**config.mk**
```make
export PLATFORM = sky130hd
export DESIGN_NAME = delimited_command_frame_parser
export DESIGN_NICKNAME = d
export VERILOG_FILES = /design/src/rtl/dcfp_pkg.sv /design/src/rtl/delimited_command_frame_parser.sv /design/src/rtl/dcfp_front.sv /design/src/rtl/dcfp_queue.sv /design/src/rtl/dcfp_back.sv
export SDC_FILE = /design/constraint.sdc
export NUM_CORES = 1
export LEC_CHECK = 0
export ABC_AREA = 1
export BUFFER_PORTS_ARGS = -buffer_cell sky130_fd_sc_hd__buf_2
export CELL_PAD_IN_SITES_DETAIL_PLACEMENT = 2
export CELL_PAD_IN_SITES_GLOBAL_PLACEMENT = 2
export CORE_MARGIN = 4
export CORE_UTILIZATION = 35
export DETAILED_ROUTE_END_ITERATION = 12
export MAX_ROUTING_LAYER = met4
export PLACE_DENSITY = 0.64
export RECOVER_POWER = 25
export SLEW_MARGIN = 40
export SYNTH_ARGS = -nofsm -noshare
export SYNTH_HDL_FRONTEND = slang
export SYNTH_SLANG_ARGS = --single-unit
```
**constraint.sdc**
```tcl
create_clock -name clk -period 4.4 [get_ports clk]
set_input_delay 0.66 -clock clk [delete_from_list [all_inputs] [get_ports clk]]
set_output_delay 0.66 -clock clk [all_outputs]
set_load 0.02 [all_outputs]
```
**src/rtl/dcfp_pkg.sv**
```systemverilog
// Shared types and constants of the delimited command frame parser.
`timescale 1ns / 1ps
package dcfp_pkg;

  // Store capacities in bytes; the last entry of each store always stays zero.
  localparam int CMD_CAP = 16;
  localparam int VAL_CAP = 8;
  localparam int CMD_AW  = $clog2(CMD_CAP);
  localparam int VAL_AW  = $clog2(VAL_CAP);
  localparam int ADDR_W  = (CMD_AW > VAL_AW) ? CMD_AW : VAL_AW;

  // Depth of the operation queue between the front and the back.
  localparam int Q_DEPTH = 4;
  localparam int Q_AW    = $clog2(Q_DEPTH);

  // Configuration register indexes.
  localparam logic [1:0] REG_START = 2'd0;
  localparam logic [1:0] REG_SEP   = 2'd1;
  localparam logic [1:0] REG_END   = 2'd2;

  // Result kinds.
  localparam logic [1:0] KIND_CMD   = 2'd0;
  localparam logic [1:0] KIND_VAL   = 2'd1;
  localparam logic [1:0] KIND_EMPTY = 2'd2;

  typedef enum logic [1:0] {
    OP_WR_CMD,
    OP_WR_VAL,
    OP_CLEAR,
    OP_EMIT
  } op_code_t;

  typedef struct packed {
    op_code_t          code;
    logic [ADDR_W-1:0] addr;
    logic [7:0]        data;
  } op_t;

endpackage

```
**src/rtl/delimited_command_frame_parser.sv**
```systemverilog
// Top level of the delimited command frame parser.
// Throughput: one ordinary byte per cycle while the queue has room; the back part retires one
// store write or clear per cycle while idle. An end byte holds the back part until its message
// of at most 22 string bytes has gone out; output stalls lengthen the hold.
// Reset (synchronous, active high) restores the default delimiters, empties both stores and
// the queue, and leaves the parser idle; it is usable on the next cycle.
`timescale 1ns / 1ps
module delimited_command_frame_parser
  import dcfp_pkg::*;
(
  input  logic       clk,
  input  logic       rst,
  input  logic       cfg_we,
  input  logic [1:0] cfg_index,
  input  logic [7:0] cfg_data,
  input  logic       in_valid,
  output logic       in_stall,
  input  logic [7:0] rx_byte,
  output logic       out_valid,
  input  logic       out_stall,
  output logic [1:0] out_kind,
  output logic [7:0] out_byte,
  output logic       out_last
);

  // The front decides, per input transaction, which store operation the byte
  // stands for (write to the command or value store, clear both, or emit the
  // message) and keeps the parse mode and fill counts itself. The operations
  // wait in a short queue, so the front keeps taking bytes while the back is
  // busy sending a message or held by a stalled output transaction.
  logic q_push;
  op_t  q_push_op;
  logic q_full;
  logic q_pop;
  op_t  q_pop_op;
  logic q_empty;

  dcfp_front u_front (
    .clk       (clk),
    .rst       (rst),
    .cfg_we    (cfg_we),
    .cfg_index (cfg_index),
    .cfg_data  (cfg_data),
    .in_valid  (in_valid),
    .in_stall  (in_stall),
    .rx_byte   (rx_byte),
    .q_full    (q_full),
    .q_push    (q_push),
    .q_op      (q_push_op)
  );

  dcfp_queue u_queue (
    .clk     (clk),
    .rst     (rst),
    .push    (q_push),
    .push_op (q_push_op),
    .full    (q_full),
    .pop     (q_pop),
    .pop_op  (q_pop_op),
    .empty   (q_empty)
  );

  // The back owns the stores. Each store has a valid bit per entry, so a
  // clear resets them all at once and unwritten entries read as zero. Messages
  // are sent through an output register, so one transaction can wait on a stall
  // while the next byte is already read.
  dcfp_back u_back (
    .clk       (clk),
    .rst       (rst),
    .q_empty   (q_empty),
    .q_op      (q_pop_op),
    .q_pop     (q_pop),
    .out_valid (out_valid),
    .out_stall (out_stall),
    .out_kind  (out_kind),
    .out_byte  (out_byte),
    .out_last  (out_last)
  );

endmodule

```
**src/rtl/dcfp_front.sv**
```systemverilog
// Front part: holds the delimiter registers, classifies bytes and tracks mode and fills.
`timescale 1ns / 1ps
module dcfp_front
  import dcfp_pkg::*;
(
  input  logic       clk,
  input  logic       rst,
  input  logic       cfg_we,
  input  logic [1:0] cfg_index,
  input  logic [7:0] cfg_data,
  input  logic       in_valid,
  output logic       in_stall,
  input  logic [7:0] rx_byte,
  input  logic       q_full,
  output logic       q_push,
  output op_t        q_op
);

  typedef enum logic [1:0] {
    M_IDLE,
    M_CMD,
    M_VAL
  } mode_t;

  logic [7:0]        start_char;
  logic [7:0]        sep_char;
  logic [7:0]        end_char;
  mode_t             mode;
  mode_t             mode_next;
  logic [CMD_AW-1:0] cmd_fill;
  logic [CMD_AW-1:0] cmd_fill_next;
  logic [VAL_AW-1:0] val_fill;
  logic [VAL_AW-1:0] val_fill_next;
  logic              accept;
  logic              cmd_room;
  logic              val_room;

  assign in_stall = q_full;
  assign accept   = in_valid && !q_full;
  assign cmd_room = cmd_fill < CMD_AW'(CMD_CAP - 1);
  assign val_room = val_fill < VAL_AW'(VAL_CAP - 1);

  // The end byte wins over every other role; a start byte overrides any store.
  always_comb begin
    mode_next     = mode;
    cmd_fill_next = cmd_fill;
    val_fill_next = val_fill;
    q_push        = 1'b0;
    q_op.code     = OP_EMIT;
    q_op.addr     = '0;
    q_op.data     = rx_byte;
    if (rx_byte == end_char) begin
      mode_next     = M_IDLE;
      cmd_fill_next = '0;
      val_fill_next = '0;
      q_push        = 1'b1;
    end else if (rx_byte == start_char) begin
      mode_next     = M_CMD;
      cmd_fill_next = '0;
      val_fill_next = '0;
      q_push        = 1'b1;
      q_op.code     = OP_CLEAR;
    end else begin
      if (rx_byte == sep_char) begin
        mode_next = M_VAL;
      end
      if (mode == M_VAL && val_room) begin
        val_fill_next = val_fill + VAL_AW'(1);
        q_push        = 1'b1;
        q_op.code     = OP_WR_VAL;
        q_op.addr     = ADDR_W'(val_fill);
      end else if (mode == M_CMD && rx_byte != sep_char && cmd_room) begin
        cmd_fill_next = cmd_fill + CMD_AW'(1);
        q_push        = 1'b1;
        q_op.code     = OP_WR_CMD;
        q_op.addr     = ADDR_W'(cmd_fill);
      end
    end
    q_push = q_push && accept;
  end

  always_ff @(posedge clk) begin
    if (rst) begin
      start_char <= 8'd35;
      sep_char   <= 8'd58;
      end_char   <= 8'd64;
      mode       <= M_IDLE;
      cmd_fill   <= '0;
      val_fill   <= '0;
    end else begin
      if (cfg_we) begin
        case (cfg_index)
          REG_START: start_char <= cfg_data;
          REG_SEP:   sep_char   <= cfg_data;
          REG_END:   end_char   <= cfg_data;
          default: ;
        endcase
      end
      if (accept) begin
        mode     <= mode_next;
        cmd_fill <= cmd_fill_next;
        val_fill <= val_fill_next;
      end
    end
  end

endmodule

```
**src/rtl/dcfp_queue.sv**
```systemverilog
// Short operation queue between the front and the back.
`timescale 1ns / 1ps
module dcfp_queue
  import dcfp_pkg::*;
(
  input  logic clk,
  input  logic rst,
  input  logic push,
  input  op_t  push_op,
  output logic full,
  input  logic pop,
  output op_t  pop_op,
  output logic empty
);

  op_t             slots [Q_DEPTH];
  logic [Q_AW-1:0] wr_ptr;
  logic [Q_AW-1:0] rd_ptr;
  logic [Q_AW:0]   count;
  logic            do_push;
  logic            do_pop;

  assign full    = count == (Q_AW + 1)'(Q_DEPTH);
  assign empty   = count == '0;
  assign do_push = push && !full;
  assign do_pop  = pop && !empty;
  assign pop_op  = slots[rd_ptr];

  always_ff @(posedge clk) begin
    if (do_push) begin
      slots[wr_ptr] <= push_op;
    end
  end

  always_ff @(posedge clk) begin
    if (rst) begin
      wr_ptr <= '0;
      rd_ptr <= '0;
      count  <= '0;
    end else begin
      if (do_push) begin
        wr_ptr <= (wr_ptr == Q_AW'(Q_DEPTH - 1)) ? '0 : wr_ptr + Q_AW'(1);
      end
      if (do_pop) begin
        rd_ptr <= (rd_ptr == Q_AW'(Q_DEPTH - 1)) ? '0 : rd_ptr + Q_AW'(1);
      end
      case ({do_push, do_pop})
        2'b10:   count <= count + (Q_AW + 1)'(1);
        2'b01:   count <= count - (Q_AW + 1)'(1);
        default: count <= count;
      endcase
    end
  end

endmodule

```
**src/rtl/dcfp_back.sv**
```systemverilog
// Back part: owns both string stores, carries out writes and clears, and emits messages.
`timescale 1ns / 1ps
module dcfp_back
  import dcfp_pkg::*;
(
  input  logic       clk,
  input  logic       rst,
  input  logic       q_empty,
  input  op_t        q_op,
  output logic       q_pop,
  output logic       out_valid,
  input  logic       out_stall,
  output logic [1:0] out_kind,
  output logic [7:0] out_byte,
  output logic       out_last
);

  typedef enum logic [1:0] {
    B_IDLE,
    B_CMD,
    B_VAL,
    B_FIN
  } bstate_t;

  bstate_t           state;
  logic [7:0]        cmd_mem [CMD_CAP];
  logic [7:0]        val_mem [VAL_CAP];
  logic [CMD_CAP-1:0] cmd_vld;
  logic [VAL_CAP-1:0] val_vld;
  logic [7:0]        cmd_rd;
  logic [7:0]        val_rd;
  logic              cmd_vld_r;
  logic              val_vld_r;
  logic [CMD_AW-1:0] cmd_idx;
  logic [CMD_AW-1:0] cmd_idx_next;
  logic [VAL_AW-1:0] val_idx;
  logic [VAL_AW-1:0] val_idx_next;
  logic [7:0]        cmd_elem;
  logic [7:0]        val_elem;
  logic              held_v;
  logic [1:0]        held_kind;
  logic [7:0]        held_byte;
  logic              out_free;
  logic              step_ok;
  logic              op_take;

  // An entry never written since the last clear reads as zero.
  assign cmd_elem = cmd_vld_r ? cmd_rd : 8'd0;
  assign val_elem = val_vld_r ? val_rd : 8'd0;
  assign out_free = !out_valid || !out_stall;
  assign step_ok  = !held_v || out_free;
  assign op_take  = (state == B_IDLE) && !q_empty;
  assign q_pop    = op_take;

  // The read address is the next index, so the registered read data is
  // fresh for the current index on every cycle.
  always_comb begin
    cmd_idx_next = cmd_idx;
    val_idx_next = val_idx;
    case (state)
      B_IDLE: begin
        if (op_take && q_op.code == OP_EMIT) begin
          cmd_idx_next = '0;
          val_idx_next = '0;
        end
      end
      B_CMD: begin
        if (cmd_elem != 8'd0 && step_ok) begin
          cmd_idx_next = cmd_idx + CMD_AW'(1);
        end
      end
      B_VAL: begin
        if (val_elem != 8'd0 && step_ok) begin
          val_idx_next = val_idx + VAL_AW'(1);
        end
      end
      default: ;
    endcase
  end

  always_ff @(posedge clk) begin
    if (op_take && q_op.code == OP_WR_CMD) begin
      cmd_mem[q_op.addr[CMD_AW-1:0]] <= q_op.data;
    end
    if (op_take && q_op.code == OP_WR_VAL) begin
      val_mem[q_op.addr[VAL_AW-1:0]] <= q_op.data;
    end
    cmd_rd <= cmd_mem[cmd_idx_next];
    val_rd <= val_mem[val_idx_next];
  end

  always_ff @(posedge clk) begin
    if (rst) begin
      cmd_vld   <= '0;
      val_vld   <= '0;
      cmd_vld_r <= 1'b0;
      val_vld_r <= 1'b0;
    end else begin
      if (op_take) begin
        case (q_op.code)
          OP_WR_CMD: cmd_vld[q_op.addr[CMD_AW-1:0]] <= 1'b1;
          OP_WR_VAL: val_vld[q_op.addr[VAL_AW-1:0]] <= 1'b1;
          OP_CLEAR: begin
            cmd_vld <= '0;
            val_vld <= '0;
          end
          default: ;
        endcase
      end
      cmd_vld_r <= cmd_vld[cmd_idx_next];
      val_vld_r <= val_vld[val_idx_next];
    end
  end

  // One item is held back so that the final item of a message can be marked.
  always_ff @(posedge clk) begin
    if (rst) begin
      state     <= B_IDLE;
      held_v    <= 1'b0;
      out_valid <= 1'b0;
      cmd_idx   <= '0;
      val_idx   <= '0;
    end else begin
      cmd_idx <= cmd_idx_next;
      val_idx <= val_idx_next;
      if (!out_stall) begin
        out_valid <= 1'b0;
      end
      case (state)
        B_IDLE: begin
          if (op_take && q_op.code == OP_EMIT) begin
            state  <= B_CMD;
            held_v <= 1'b0;
          end
        end
        B_CMD: begin
          if (cmd_elem == 8'd0) begin
            state <= B_VAL;
          end else if (step_ok) begin
            if (held_v) begin
              out_valid <= 1'b1;
              out_kind  <= held_kind;
              out_byte  <= held_byte;
              out_last  <= 1'b0;
            end
            held_v    <= 1'b1;
            held_kind <= KIND_CMD;
            held_byte <= cmd_elem;
          end
        end
        B_VAL: begin
          if (val_elem == 8'd0) begin
            state <= B_FIN;
          end else if (step_ok) begin
            if (held_v) begin
              out_valid <= 1'b1;
              out_kind  <= held_kind;
              out_byte  <= held_byte;
              out_last  <= 1'b0;
            end
            held_v    <= 1'b1;
            held_kind <= KIND_VAL;
            held_byte <= val_elem;
          end
        end
        B_FIN: begin
          if (out_free) begin
            out_valid <= 1'b1;
            out_last  <= 1'b1;
            if (held_v) begin
              out_kind <= held_kind;
              out_byte <= held_byte;
            end else begin
              out_kind <= KIND_EMPTY;
              out_byte <= 8'd0;
            end
            held_v <= 1'b0;
            state  <= B_IDLE;
          end
        end
        default: state <= B_IDLE;
      endcase
    end
  end

endmodule

```
# Word level (Yosys, flattened, before mapping)
# Memory sizes are Yosys's and may differ from the RTL's. A register that Yosys moved wholly into a read port is not among the register bits.
# Cells that the tools add are included.
[op_classes]
order_cmp = 8
addsub = 8
n_reduce_logical = 50
n_bitwise = 3
eq_ne = 28
mux = 96
[ops]
columns = ["cell", "n"]
rows = [
  ["2-to-1 mux 8 bit", 12],
  ["2-to-1 mux 2 bit", 22],
  ["one-hot mux 16 bit (2 select lines)", 1],
  ["one-hot mux 8 bit (2 select lines)", 2],
  ["2-to-1 mux 1 bit", 30],
  ["2-to-1 mux 4 bit", 7],
  ["== test 8 bit", 3],
  ["one-hot mux 8 bit (3 select lines)", 1],
  ["== test 2 bit, second input constant", 9],
  ["2-to-1 mux 6 bit", 3],
  ["logical NOT 8 bit", 2],
  ["bitwise OR 16 bit", 1],
  ["nonzero test 8 bit", 2],
  ["logical AND 1 bit", 15],
  ["2-to-1 mux 3 bit", 5],
  ["AND reduction 2 bit", 7],
  ["one-hot mux 3 bit (2 select lines)", 2],
  ["nonzero test 3 bit", 4],
  ["== test 2 x 1 -> 1 bit, second input constant", 5],
  ["less-than comparator 4 x 5 -> 1 bit, second input constant", 2],
  ["!= test 2 x 1 -> 1 bit, second input constant", 5],
  ["adder 3 x 1 -> 3 bit, second input constant", 3],
  ["adder 4 x 1 -> 4 bit, second input constant", 2],
  ["less-than comparator 3 x 4 -> 1 bit, second input constant", 2],
  ["other kinds (31)", 46],
]
[totals]
out_inout_bits = 13
ram_bits = 248
reg_bits = 98
elab_cells = 219
n_memories = 3
input_bits = 23
[mem_list]
columns = ["name", "depth", "width", "read_ports", "rd_ports_with_merged_regs", "write_ports", "line_no", "text"]
rows = [
  ["u_back.cmd_mem", 16, 8, 1, 1, 1, "dcfp_back.sv:26", "logic [7:0] cmd_mem [CMD_CAP];"],
  ["u_back.val_mem", 8, 8, 1, 1, 1, "dcfp_back.sv:27", "logic [7:0] val_mem [VAL_CAP];"],
  ["u_queue.slots", 4, 14, 1, 1, 1, "dcfp_queue.sv:16", "op_t slots [Q_DEPTH];"],
]

# Longest topological paths before layout
[logic_depth]
word_depth = 11
depth_mapped = 19
ltp_nobuf = 15

# Cells and area by module
# From an unflattened synthesis, not the netlist that was laid out.
[hier_totals]
hier_cells = 1669
area_unflattened_um2 = 16572.1
[by_module_without_submodules]
columns = ["mod", "seq_area_each_um2", "area_each_um2", "instances", "cells_per_inst"]
rows = [
  ["dcfp_back", 7427.1, 11939.0, 1, 1182],
  ["dcfp_queue", 1861.8, 2670.1, 1, 207],
  ["dcfp_front", 660.6, 1963.1, 1, 280],
]

# Worst setup path after synthesis
# OpenSTA, ideal clock, no wires.
[synth_timing]
kind = "reg2reg"
startpoint = "reg u_back.state[0]"
endpoint = "reg u_back.out_byte[0] (enable)"
t_arrival_ns = 2.777
path_buffers = 1
required_time_ns = 3.966
path_stages_with_launch = 9
setup_slack_ns = 1.189
path_cell_list = "dfxtp_1 inv_1 ha_1 clkbuf_1 inv_1 o22ai_1 inv_1 nand2_1 a2111oi_0"
[synth_between]
elab_chain_len = 3
word_cells_on_any_way = 8
[synth_rtl]
columns = ["item", "line_no", "text"]
rows = [
  ["start, declared", "dcfp_back.sv:25", "bstate_t state;"],
  ["start signal, assigned", "dcfp_back.sv:118", "state <= B_IDLE;"],
  ["start signal, assigned", "dcfp_back.sv:132", "state <= B_CMD;"],
  ["start signal, assigned", "dcfp_back.sv:138", "state <= B_VAL;"],
  ["== test 2 bit / == test 2 x 1 -> 1 bit (equally long branches)", "dcfp_back.sv:129", "case (state)"],
  ["!= test 2 x 1 -> 1 bit (no source line) (tied with other cells)", "-", ""],
  ["AND reduction 5 bit (no source line) (*)", "-", ""],
  ["end signal, assigned", "dcfp_back.sv:143", "out_byte <= held_byte;"],
  ["end signal, assigned", "dcfp_back.sv:158", "out_byte <= held_byte;"],
  ["end signal, assigned", "dcfp_back.sv:172", "out_byte <= held_byte;"],
  ["end, declared", "dcfp_back.sv:14", "output logic [7:0] out_byte,"],
]
# Every way passes the cells marked *; elsewhere a longest branch is shown, timed or not.
# A chain may end at the register's enable or synchronous reset.

==> out/qor.txt <==
status - finished with violations
failing checks - max-capacitance violations, max-slew violations
number of flops mapped to enable cells by yosys - 268
initial antenna violation count - 2
Post CTS Setup Buffer Count - 0
Starting Density - 35.69%
Iter 0 DRT Violations - 580
clk_lat worst skew - 0.57 ns
Worst Hold Class - in2reg
Leak - 6.844 nW
vias in the first global route - 12,210
Routed Antenna Nets - 0
Startpoint Class - flip-flop
Setup Viol. Count Final - 0
Comb power frac - 10.8%
Post-Route WL - 45.32 mm
Vias - 11,020
post-synthesis async set-or-reset flop share - 0%
minimum clock period after layout - 3.352 ns
Avg Inst Size Synth - 10.40 µm²
Tightest Pin Transition - 1.697 ns
GRT Residual Overflow - 0
Final period util - 76.17%
Clock Skew - 0.01242 ns
htree depth - 2
largest net degree at the start of global routing - 72
die outline area - 47,640 µm²
DR DRC count - 0
GPL Wtd Cong - 0.7789
hold path start - cfg_data[7]
slew margin rel. - -13.11%
number of distinct library cells after synthesis - 41
first-pass GRT wire length - 71.12 mm
Seq pwr share - 48.5%
P_sw - 2.163 mW
switch share - 26.79%
Cell Pwr Density - 453.5 nW/µm²
fmax - 0.2984 GHz
Clock Tree Buf Depth - 3
Die X-Extent - 218.3 µm
RSZ-0062 raised after global routing - false
YS warnings - 0
Fin. Hold Viols - 0
clock transition at the registers of the reported paths - 0.06 ns
I/O Buffers - 35
Worst path most repeated cell - nand2_1
Sink Count - 363
share of cells above drive strength 1 - 10.80%
hold_buf cts - 0
CP top delay family - simple AND/OR/NAND/NOR gates
CTS buffer count - 42
number of max-cap violations - 1
sequential share of the synthesized area - 64.30%
CTS root buf - clkbuf_16
#FFs+latches synth - 363
Max stage delay on crit path - 0.44 ns
ys flop type - edfxtp_1
nets@finish - 1,600
pre-CTS WS - 0.8391 ns
Internal - 5.912 mW
crit-path max FO - 50
max-slew violations - 37
Worst VDD drop - 227.2 µV
drt pass-1 iters - 4
crit path setup slack, layout - 1.048 ns
CTS tree - built
crit path DAT - 3.80 ns
die height - 218.3 µm
critical path class - reg2reg
Routed WL per cell - 20.82 µm
total track usage - 19.87%
area grow syn2layout - 15.07%
post-synthesis cell area - 15,470 µm²
Ports - 36
Tot Pwr - 8.075 mW
Placement Rows - 76
Via density - 5.060
WP buf/inv - 3
crit-path cells - clkbuf_1 > inv_1 > a32oi_1 > ha_1 > nand2_1 > nand2_1 > nand2_1 > nand2_1 > nand2_2 > nand2_4 > buf_12 > nand2_1 > o211ai_1 > nand3_1 > nand3_1 > nand2_1
cell count after synthesis - 1,488
WP data required - 4.85 ns
Final HPWL DP - 30.49 mm
Critical-path top delay cell - a32oi_1
Sum Neg Setup Slack - 0 ns
ant diodes - 0
Synth Net Count - 1,530
Core ar. - 43,360 µm²
power share of the clock group - 40.7%
Worst setup EP type - flip-flop
CTS resizes - 0
-- power groups by stage --
stage | Combinational, mW | Sequential (mW) | Clock [mW]
2_1_floorplan | 0.500 | 3.94 | 0
3_3_place_gp | 0.861 | 3.99 | 0
3_5_place_dp | 0.894 | 3.99 | 0
4_1_cts | 0.900 | 3.92 | 3.39
5_1_grt | 0.979 | 3.92 | 3.54
6_report | 0.874 | 3.92 | 3.28
-- synthesized netlist by cell type, types with 5 or more instances --
cell | count | share of area (%)
buf_2 | 30 | 0.97
or2_2 | 5 | 0.20
clkbuf_1 | 16 | 0.39
o211ai_1 | 53 | 2.6
inv_1 | 189 | 4.6
nand4_1 | 10 | 0.40
o22ai_1 | 9 | 0.36
clkinv_1 | 5 | 0.12
nor3_1 | 20 | 0.65
nand2_1 | 261 | 6.3
ha_1 | 18 | 1.5
buf_6 | 9 | 0.65
nor2_1 | 130 | 3.2
dfxtp_1 | 95 | 12
a32oi_1 | 7 | 0.40
o21ai_0 | 91 | 2.9
nand3_1 | 114 | 3.7
inv_2 | 5 | 0.12
a21oi_1 | 90 | 2.9
edfxtp_1 | 268 | 52
o211ai_2 | 15 | 1.2
o21ai_1 | 6 | 0.19
xnor2_1 | 7 | 0.40
-- metrics by stage --
stage	std cells	util, %	hold WS, ns	cell area, µm²
CTS	2175	41.10	0.3197	17820
floorplan	1488	-	0.4301	15470
finish	2177	41.06	0.3522	17810
global placement	2097	38.05	0.4434	16500
global route	2177	41.06	0.3558	17810
detailed placement	2097	38.16	0.4537	16550
-- metal layers --
metal	vias up	global-route usage, %	part of all wire, %
met2	183	34.78	51
met3	64	2.670	4.6
met4	0	5.646	2.3
met5	-	-	0
met1	5534	24.16	42
li1	5235	-	-
-- worst paths after layout --
path	to	slack, ns	cells after the start
worst max-delay path	u_back.cmd_rd[2]$_DFF_P_	1.05	16
worst min-delay path	u_front.sep_char[7]$_SDFFE_PP0P_	0.35	3
worst max register to register	u_back.cmd_rd[2]$_DFF_P_	1.05	16
worst min register to register	u_back.cmd_vld[8]$_SDFFE_PP0P_	0.46	2
-- sequential cells by signal (all words and copies together) (netlist names), 4 cells and up, named ones only --
register,count
u_back.cmd_vld,16
u_back.cmd_idx,4
u_queue.slots,56
u_back.val_vld,8
u_front.start_char,8
u_front.end_char,8
u_back.cmd_mem,128
u_back.cmd_rd,8
u_front.sep_char,8
u_back.out_byte,8
u_back.held_byte,8
u_front.cmd_fill,4
u_back.val_rd,8
u_back.val_mem,64
-- cell families (layout without fill, tap and decap cells) --
kind of cell,count (synthesis),in the layout,share of synthesized area [%]
flip-flops,363,363,64.30
AO/OA/AOI/OAI,288,288,11.58
XOR/XNOR,11,11,0.6226
buffers and inverters,258,362,7.035
AND/OR/NAND/NOR,549,549,14.88
adder cells (fa/ha/maj),19,19,1.585
-- placed cells by master, fill, tap and decap left out, drive strengths merged, types with 5 or more instances in the layout --
cell type | synthesis | final
a21oi | 91 | 91
a32oi | 8 | 8
buf | 43 | 59
clkbuf | 16 | 82
clkinv | 5 | 24
dfxtp | 95 | 95
edfxtp | 268 | 268
ha | 18 | 18
inv | 194 | 196
nand2 | 266 | 266
nand3 | 115 | 115
nand4 | 10 | 10
nor2 | 133 | 133
nor3 | 20 | 20
o211ai | 68 | 68
o21ai | 99 | 99
o22ai | 9 | 9
or2 | 5 | 5
xnor2 | 7 | 7
-- tightest hold or removal path, cell delays in order --
cell	delay [ns]
buf_2	0.09
nor2_1	0.04
nor2_1	0.08
-- layout make-up --
type,count,area (µm²)
repair buffers,85,558.0
flip-flops and latches,363,9950
clock buffers,56,1134
fillers,4630,25560
clock inverters,22,142.6
well taps,585,732.0
inverters,199,747.0
multi-input cells,867,4543
Power figures use the tool's default switching activity.
